$ cat config.mk
export PLATFORM = sky130hd
export DESIGN_NAME = letter_rsa_modexp_flat
export DESIGN_NICKNAME = d
export VERILOG_FILES = /design/src/hw/rtl/lrsa_pkg.sv /design/src/hw/rtl/lrsa_ifs.sv /design/src/hw/rtl/letter_rsa_modexp.sv /design/src/flat_wrapper.sv
export SDC_FILE = /design/constraint.sdc
export NUM_CORES = 1
export LEC_CHECK = 0
export ABC_CLOCK_PERIOD_IN_PS = 20100
export BUFFER_PORTS_ARGS = -buffer_cell sky130_fd_sc_hd__buf_2
export CAP_MARGIN = 40
export CORE_ASPECT_RATIO = 0.9
export CORE_UTILIZATION = 30
export CTS_CLUSTER_DIAMETER = 40
export DETAILED_ROUTE_END_ITERATION = 16
export PLACE_DENSITY = 0.46
export SYNTH_ARGS = -nofsm -noshare
export SYNTH_HDL_FRONTEND = slang
export SYNTH_SLANG_ARGS = --single-unit
$ cat constraint.sdc
create_clock -name clk -period 20.1 [get_ports clk]
set_input_delay 4.02 -clock clk [delete_from_list [all_inputs] [get_ports clk]]
set_output_delay 4.02 -clock clk [all_outputs]
set_load 0.05 [all_outputs]
$ cat src/hw/rtl/lrsa_pkg.sv
// ----------------------------------------------------------------------------
// lrsa_pkg: shared definitions for the letter RSA modular exponentiator
// Field widths, configuration register indexes and character codes.
// ----------------------------------------------------------------------------
package lrsa_pkg;

  // Width of modulus, exponent and data words
  localparam int VAL_W = 34;
  // Counter width for one bit-serial multiply pass
  localparam int CNT_W = $clog2(VAL_W);

  // Configuration register indexes
  localparam int CFG_IDX_W = 2;
  localparam logic [CFG_IDX_W-1:0] REG_MODULUS  = 2'd0;
  localparam logic [CFG_IDX_W-1:0] REG_EXPONENT = 2'd1;
  localparam logic [CFG_IDX_W-1:0] REG_MODE     = 2'd2;

  // Mode codes
  localparam logic MODE_ENCRYPT = 1'b0;
  localparam logic MODE_DECRYPT = 1'b1;

  // Character and letter codes
  localparam logic [VAL_W-1:0] ASCII_A     = VAL_W'(65);
  localparam logic [VAL_W-1:0] ASCII_Z     = VAL_W'(90);
  localparam logic [VAL_W-1:0] ASCII_SPACE = VAL_W'(32);
  localparam logic [VAL_W-1:0] CODE_FIRST  = VAL_W'(2);
  localparam logic [VAL_W-1:0] CODE_LAST   = VAL_W'(27);
  localparam logic [VAL_W-1:0] CODE_SPACE  = VAL_W'(28);

  typedef logic [VAL_W-1:0] val_t;

endpackage

$ cat src/hw/rtl/lrsa_ifs.sv
// ----------------------------------------------------------------------------
// lrsa_ifs: valid/ready channels of the letter RSA modular exponentiator
// Input channel carries one value; result channel carries value and flag.
// ----------------------------------------------------------------------------
interface lrsa_in_if;
  logic           valid;
  logic           ready;
  lrsa_pkg::val_t value;

  modport source (output valid, output value, input ready);
  modport sink   (input valid, input value, output ready);
endinterface

interface lrsa_out_if;
  logic           valid;
  logic           ready;
  lrsa_pkg::val_t value;
  logic           invalid;

  modport source (output valid, output value, output invalid, input ready);
  modport sink   (input valid, input value, input invalid, output ready);
endinterface

$ cat src/hw/rtl/letter_rsa_modexp.sv
// ----------------------------------------------------------------------------
// letter_rsa_modexp: one-letter RSA modular exponentiation
// Raises each word to the configured exponent modulo the configured modulus
// with one shared bit-serial modular multiplier under a small sequencer.
// ----------------------------------------------------------------------------
//
//  Channel   Dir  Handshake       Payload
//  in_word   in   valid/ready     value (34b): ASCII code or cipher value
//  out_word  out  valid/ready     value (34b), invalid (1b)
//  cfg_*     in   write enable    index (2b), wdata (34b): modulus/exponent/mode
//
//  Invalid characters in encrypt mode and a modulus <= 1 skip the
//  exponentiation and go straight to the finish state. The multiplier
//  resolves one multiplier bit per cycle.
//  rst_n is synchronous; it clears the sequencer, output valid and the config
//  registers (modulus 1, exponent 1, mode encrypt).
//  A finished result waits in the output register; the next word is accepted
//  meanwhile, and the sequencer holds at its end until the result is taken.
// ----------------------------------------------------------------------------
module letter_rsa_modexp (
  input  logic                              clk,
  input  logic                              rst_n,
  lrsa_in_if.sink                           in_word,
  lrsa_out_if.source                        out_word,
  input  logic                              cfg_we,
  input  logic [lrsa_pkg::CFG_IDX_W-1:0]    cfg_index,
  input  logic [lrsa_pkg::VAL_W-1:0]        cfg_wdata
);

  localparam int W = lrsa_pkg::VAL_W;

  // Sequencer states
  localparam logic [2:0] S_IDLE = 3'd0;
  localparam logic [2:0] S_RED  = 3'd1;
  localparam logic [2:0] S_CHK  = 3'd2;
  localparam logic [2:0] S_MACC = 3'd3;
  localparam logic [2:0] S_MSQ  = 3'd4;
  localparam logic [2:0] S_FIN  = 3'd5;

  logic [2:0]                  state_r, state_nxt;
  lrsa_pkg::val_t              modulus_r, exponent_r;
  logic                        mode_r;
  lrsa_pkg::val_t              acc_r, acc_nxt;
  lrsa_pkg::val_t              base_r, base_nxt;
  lrsa_pkg::val_t              exp_sh_r, exp_sh_nxt;
  logic                        bad_r, bad_nxt;
  lrsa_pkg::val_t              mm_r, mm_nxt;
  lrsa_pkg::val_t              mm_a_r, mm_a_nxt;
  lrsa_pkg::val_t              mm_b_r, mm_b_nxt;
  logic [lrsa_pkg::CNT_W-1:0]  mm_cnt_r, mm_cnt_nxt;
  logic                        out_valid_r, out_valid_nxt;
  lrsa_pkg::val_t              out_value_r, out_value_nxt;
  logic                        out_invalid_r, out_invalid_nxt;

  lrsa_pkg::val_t              mm_dbl;
  lrsa_pkg::val_t              mm_step;
  logic                        mm_last;
  logic                        in_acc;
  logic                        out_free;
  logic                        mod_small;
  lrsa_pkg::val_t              code;
  logic                        code_ok;
  lrsa_pkg::val_t              map_value;
  logic                        map_bad;

  // (x + y) mod m for x, y < m
  function automatic lrsa_pkg::val_t add_mod(lrsa_pkg::val_t x, lrsa_pkg::val_t y,
                                             lrsa_pkg::val_t m);
    logic [W:0] s;
    logic [W:0] d;
    s = {1'b0, x} + {1'b0, y};
    d = s - {1'b0, m};
    add_mod = (s >= {1'b0, m}) ? d[W-1:0] : s[W-1:0];
  endfunction

  // Configuration registers
  always_ff @(posedge clk) begin
    if (!rst_n) begin
      modulus_r  <= W'(1);
      exponent_r <= W'(1);
      mode_r     <= lrsa_pkg::MODE_ENCRYPT;
    end else if (cfg_we) begin
      case (cfg_index)
        lrsa_pkg::REG_MODULUS:  modulus_r  <= cfg_wdata;
        lrsa_pkg::REG_EXPONENT: exponent_r <= cfg_wdata;
        lrsa_pkg::REG_MODE:     mode_r     <= cfg_wdata[0];
        default: ;
      endcase
    end
  end

  // Shared multiplier step: double, then add multiplicand on the next bit
  assign mm_dbl  = add_mod(mm_r, mm_r, modulus_r);
  assign mm_step = mm_b_r[W-1] ? add_mod(mm_dbl, mm_a_r, modulus_r) : mm_dbl;
  assign mm_last = (mm_cnt_r == lrsa_pkg::CNT_W'(W - 1));

  // Map the incoming character to its letter code
  always_comb begin
    code    = '0;
    code_ok = 1'b1;
    if (in_word.value >= lrsa_pkg::ASCII_A && in_word.value <= lrsa_pkg::ASCII_Z) begin
      code = in_word.value - lrsa_pkg::ASCII_A + lrsa_pkg::CODE_FIRST;
    end else if (in_word.value == lrsa_pkg::ASCII_SPACE) begin
      code = lrsa_pkg::CODE_SPACE;
    end else begin
      code_ok = 1'b0;
    end
  end

  // Map the modular result back to a character in decrypt mode; zero flagged words
  always_comb begin
    map_value = acc_r;
    map_bad   = 1'b0;
    if (mode_r == lrsa_pkg::MODE_DECRYPT) begin
      if (acc_r >= lrsa_pkg::CODE_FIRST && acc_r <= lrsa_pkg::CODE_LAST) begin
        map_value = acc_r - lrsa_pkg::CODE_FIRST + lrsa_pkg::ASCII_A;
      end else if (acc_r == lrsa_pkg::CODE_SPACE) begin
        map_value = lrsa_pkg::ASCII_SPACE;
      end else begin
        map_value = '0;
        map_bad   = 1'b1;
      end
    end
    if (bad_r) begin
      map_value = '0;
      map_bad   = 1'b1;
    end
  end

  assign in_word.ready    = (state_r == S_IDLE);
  assign in_acc           = in_word.valid && in_word.ready;
  assign out_free         = !out_valid_r || out_word.ready;
  assign mod_small        = (modulus_r <= W'(1));
  assign out_word.valid   = out_valid_r;
  assign out_word.value   = out_value_r;
  assign out_word.invalid = out_invalid_r;

  // Sequencer
  always_comb begin
    state_nxt       = state_r;
    acc_nxt         = acc_r;
    base_nxt        = base_r;
    exp_sh_nxt      = exp_sh_r;
    bad_nxt         = bad_r;
    mm_nxt          = mm_step;
    mm_a_nxt        = mm_a_r;
    mm_b_nxt        = {mm_b_r[W-2:0], 1'b0};
    mm_cnt_nxt      = mm_cnt_r + lrsa_pkg::CNT_W'(1);
    out_valid_nxt   = out_valid_r && !out_word.ready;
    out_value_nxt   = out_value_r;
    out_invalid_nxt = out_invalid_r;
    case (state_r)
      S_IDLE: begin
        if (in_acc) begin
          acc_nxt    = W'(1);
          exp_sh_nxt = exponent_r;
          bad_nxt    = 1'b0;
          mm_nxt     = '0;
          mm_a_nxt   = W'(1);
          mm_cnt_nxt = '0;
          mm_b_nxt   = (mode_r == lrsa_pkg::MODE_ENCRYPT) ? code : in_word.value;
          if (mode_r == lrsa_pkg::MODE_ENCRYPT && !code_ok) begin
            bad_nxt   = 1'b1;
            state_nxt = S_FIN;
          end else if (mod_small) begin
            acc_nxt   = '0;
            state_nxt = S_FIN;
          end else begin
            state_nxt = S_RED;
          end
        end
      end
      S_RED: begin
        // reduce the base: 1 * value mod m
        if (mm_last) begin
          base_nxt  = mm_step;
          state_nxt = S_CHK;
        end
      end
      S_CHK: begin
        mm_nxt     = '0;
        mm_cnt_nxt = '0;
        if (exp_sh_r == '0) begin
          state_nxt = S_FIN;
        end else if (exp_sh_r[0]) begin
          mm_a_nxt  = acc_r;
          mm_b_nxt  = base_r;
          state_nxt = S_MACC;
        end else begin
          mm_a_nxt  = base_r;
          mm_b_nxt  = base_r;
          state_nxt = S_MSQ;
        end
      end
      S_MACC: begin
        if (mm_last) begin
          acc_nxt    = mm_step;
          mm_nxt     = '0;
          mm_cnt_nxt = '0;
          mm_a_nxt   = base_r;
          mm_b_nxt   = base_r;
          state_nxt  = S_MSQ;
        end
      end
      S_MSQ: begin
        if (mm_last) begin
          base_nxt   = mm_step;
          exp_sh_nxt = {1'b0, exp_sh_r[W-1:1]};
          state_nxt  = S_CHK;
        end
      end
      S_FIN: begin
        // hold until the output register is free
        if (out_free) begin
          out_valid_nxt   = 1'b1;
          out_value_nxt   = map_value;
          out_invalid_nxt = map_bad;
          state_nxt       = S_IDLE;
        end
      end
      default: begin
        state_nxt = S_IDLE;
      end
    endcase
  end

  // Control registers
  always_ff @(posedge clk) begin
    if (!rst_n) begin
      state_r     <= S_IDLE;
      out_valid_r <= 1'b0;
    end else begin
      state_r     <= state_nxt;
      out_valid_r <= out_valid_nxt;
    end
  end

  // Datapath registers
  always_ff @(posedge clk) begin
    acc_r         <= acc_nxt;
    base_r        <= base_nxt;
    exp_sh_r      <= exp_sh_nxt;
    bad_r         <= bad_nxt;
    mm_r          <= mm_nxt;
    mm_a_r        <= mm_a_nxt;
    mm_b_r        <= mm_b_nxt;
    mm_cnt_r      <= mm_cnt_nxt;
    out_value_r   <= out_value_nxt;
    out_invalid_r <= out_invalid_nxt;
  end

endmodule

$ cat src/flat_wrapper.sv
// flat-port wrapper written by rule: the top's interface ports become plain ports
module letter_rsa_modexp_flat 
  (clk, rst_n, cfg_we, cfg_index, cfg_wdata, in_word_valid, in_word_value, in_word_ready, out_word_valid, out_word_value, out_word_invalid, out_word_ready);
  lrsa_in_if in_word_i ();
  lrsa_out_if out_word_i ();
  input  logic clk;
  input  logic rst_n;
  input  logic cfg_we;
  input  logic [lrsa_pkg::CFG_IDX_W-1:0] cfg_index;
  input  logic [lrsa_pkg::VAL_W-1:0] cfg_wdata;
  input wire logic [$bits(in_word_i.valid)-1:0] in_word_valid;
  input wire logic [$bits(in_word_i.value)-1:0] in_word_value;
  output wire logic [$bits(in_word_i.ready)-1:0] in_word_ready;
  output wire logic [$bits(out_word_i.valid)-1:0] out_word_valid;
  output wire logic [$bits(out_word_i.value)-1:0] out_word_value;
  output wire logic [$bits(out_word_i.invalid)-1:0] out_word_invalid;
  input wire logic [$bits(out_word_i.ready)-1:0] out_word_ready;
  assign in_word_i.valid = in_word_valid;
  assign in_word_i.value = in_word_value;
  assign in_word_ready = in_word_i.ready;
  assign out_word_valid = out_word_i.valid;
  assign out_word_value = out_word_i.value;
  assign out_word_invalid = out_word_i.invalid;
  assign out_word_i.ready = out_word_ready;
  letter_rsa_modexp u_core (.clk(clk), .rst_n(rst_n), .in_word(in_word_i), .out_word(out_word_i), .cfg_we(cfg_we), .cfg_index(cfg_index), .cfg_wdata(cfg_wdata));
endmodule
==> impl_results.md <==
* Outcome: finished, final reports clean
* CTS tree: built
* Io pins at 112
* Final setup vio count at 0
* Min cycle time layout at 9950 ps
* Max frequency at 100 MHz
* Avg Inst Size Synth at 8.90 µm²
* Worst-Skew Late Latency at 620 ps
* Max Slew Vio Count at 0
* CP Capture Type: flip-flop
* Seq/Total Area, Yosys at 38.7%
* First-pass GRT wire length at 120 mm
* Fin crit share at 49.5%
* Crit path DAT at 10,380 ps
* Yosys warning count at 0
* Post-CTS Setup Bufs at 0
* H-tree levels at 3
* Row Count at 91
* Fillers at 7,064
* Overall Global Routing Usage at 22.8%
* Drt total wl at 81.9 mm
* Non-Filler Instances at 3,429
* DIE HEIGHT at 253 µm
* Setup_tns at 0 ps
* Startpoint types: flip-flop
* Initial antenna violation count at 2
* Vias in the first global route at 18,300
* Die span in x at 281 µm
* Worst slew pin tran at 932 ps
* HPWL after DPL at 65.2 mm
* DRC errors left at 0
* Worst Path Required at 20,530 ps
* Worst path slowest cell: nor4_1
* Drt pass-1 iters at 8
* Synthesized net count at 2,543
* Layout Skew at 48.5 ps
* Max-cap viol count at 0
* HP Class: reg -> reg
* Fin. Hold Viols at 0
* Area Overhead vs Synth at 19.9%
* Post-route ant nets at 0
* Via/cell ratio at 5.56
* Post-CTS resize count at 0
* Mapped Cells at 2,353
* Initial cell density of the core at 30.5%
* DR iter-0 viols at 1,857
* Clk slew on worst S/H paths at 50 ps
* Synth async-reset ratio at 0%
* Hold bufs inserted after CTS at 0
* Slew HR at 37.3%
* Sinks on Clock Net at 319
* Critical path type: reg -> reg
* Number of synthesized flops with an enable pin at 172
* Fraction of layout cells with a size suffix above 1 at 13.8%
* Top_reg_cell synth: edfxtp_1
* Commonest non-fill, non-tap cell in the layout: nand2_1
* CP max stage delay at 860 ps
* Port buffer count at 111
* Die area at 70,900 µm²
* RSZ-0062 raised after global routing: no
* Routed length per instance at 23.9 µm
* Worst-path maximum fanout at 26
* Yosys cell types at 87
* FF+latch count, synth at 319
* Cell Area, Synth at 20,900 µm²
* Placed insts at 3,301
* Via Count at 19,100
* Most frequent cells in the layout: nand2_1, edfxtp_1, a21oi_1, nor2_1, dfxtp_1
* Fin nets at 2,632
* GRT overflow at 0
* Core area at 68,800 µm²
* Routability Congestion at 0.949
* Largest net degree at the start of global routing at 74
* Clock Path Buffers at 3
* Clock Root Buffer: clkbuf_16
* CTS buffer count at 69
==> critical path: cells and delay by family (launching register included) <==
kind	cells	cell delay [ps]
adders and majority gates	3	1110
buffers and inverters	5	1180
DFF	1	350
muxes	2	640
and+or+nand+nor	7	2560
AOI/OAI and AO/OA	10	3840
==> per-stage QoR <==
step                setup WS (ps)  hold slack [ps]  util, %  instance area, µm²
floorplan                   12970              424        -               20900
global placement            10550              445     32.6               22400
detailed placement          10440              449     32.7               22500
CTS                         10380              457     36.5               25100
global route                 9740              485     36.5               25100
finish                      10150              459     36.5               25100
==> cell families (layout without fill, tap and decap cells) <==
group / count (synthesis) / in the layout / share of synthesized area, %
other cells: 0 / 1 / 0
mux: 65 / 65 / 3.34
compound gates: 751 / 751 / 24.4
xor+xnor: 107 / 107 / 4.47
fa+ha+maj: 115 / 115 / 6.98
simple gates: 772 / 772 / 17.8
flops: 319 / 319 / 38.7
buf+inv: 224 / 369 / 4.24
==> metal layers <==
layer  track usage [%]  routed length (µm)  share of wire (%)  vias up
li1                  -                   -                  -     9044
met1              31.8               38100                 47     9316
met2              36.1               37400                 46      586
met3              3.41                4110                5.0      117
met4              7.06                2340                2.9        0
met5                 0                   0                  0        -
==> synthesized netlist by cell type (20+ instances only) <==
| cell type | count | area (µm²) |
|---|---|---|
| a21oi_1 | 161 | 806 |
| dfxtp_1 | 147 | 2940 |
| xnor2_1 | 59 | 517 |
| clkbuf_1 | 97 | 364 |
| mux2_2 | 39 | 439 |
| and2_1 | 36 | 225 |
| nor4_1 | 44 | 275 |
| a21o_1 | 44 | 330 |
| a211oi_1 | 67 | 503 |
| mux2i_1 | 26 | 260 |
| nand2_1 | 268 | 1010 |
| nand3_1 | 52 | 260 |
| nand4_1 | 34 | 213 |
| a31oi_1 | 36 | 225 |
| and3_1 | 22 | 138 |
| a21boi_0 | 74 | 556 |
| nor3_1 | 63 | 315 |
| edfxtp_1 | 172 | 5160 |
| nor2_1 | 159 | 597 |
| o21ai_0 | 123 | 616 |
| ha_1 | 112 | 1400 |
| o211ai_1 | 27 | 203 |
| xor2_1 | 48 | 420 |
| a22o_1 | 33 | 289 |
| inv_1 | 98 | 368 |
| buf_2 | 20 | 100 |
| a22oi_1 | 33 | 248 |
| or3_1 | 21 | 131 |
==> layout make-up <==
class	count	area [µm²]	share of cell area, %
Multi-Input combinational cell	1810	12000	47.9
Sequential cell	319	8110	32.3
Clock buffer	82	1920	7.65
Tap cell	930	1160	4.63
Timing Repair Buffer	144	837	3.33
Clock inverter	45	691	2.75
Inverter	98	368	1.46
Antenna cell	1	2.50	0.00996
==> worst paths after layout <==
kind	start	to	slack, ps	cells after the start
max reg2reg	u_core.modulus_r[4]	u_core.mm_r[9]	10150	27
min reg2reg	u_core.exponent_r[33]	u_core.exponent_r[33]	460	2
min	u_core.exponent_r[33]	u_core.exponent_r[33]	460	2
max	u_core.modulus_r[4]	u_core.mm_r[9]	10150	27
Power is left out: the tool's default activity adds up to more than one toggle a clock period on the data nets, which glitch-free logic cannot reach.
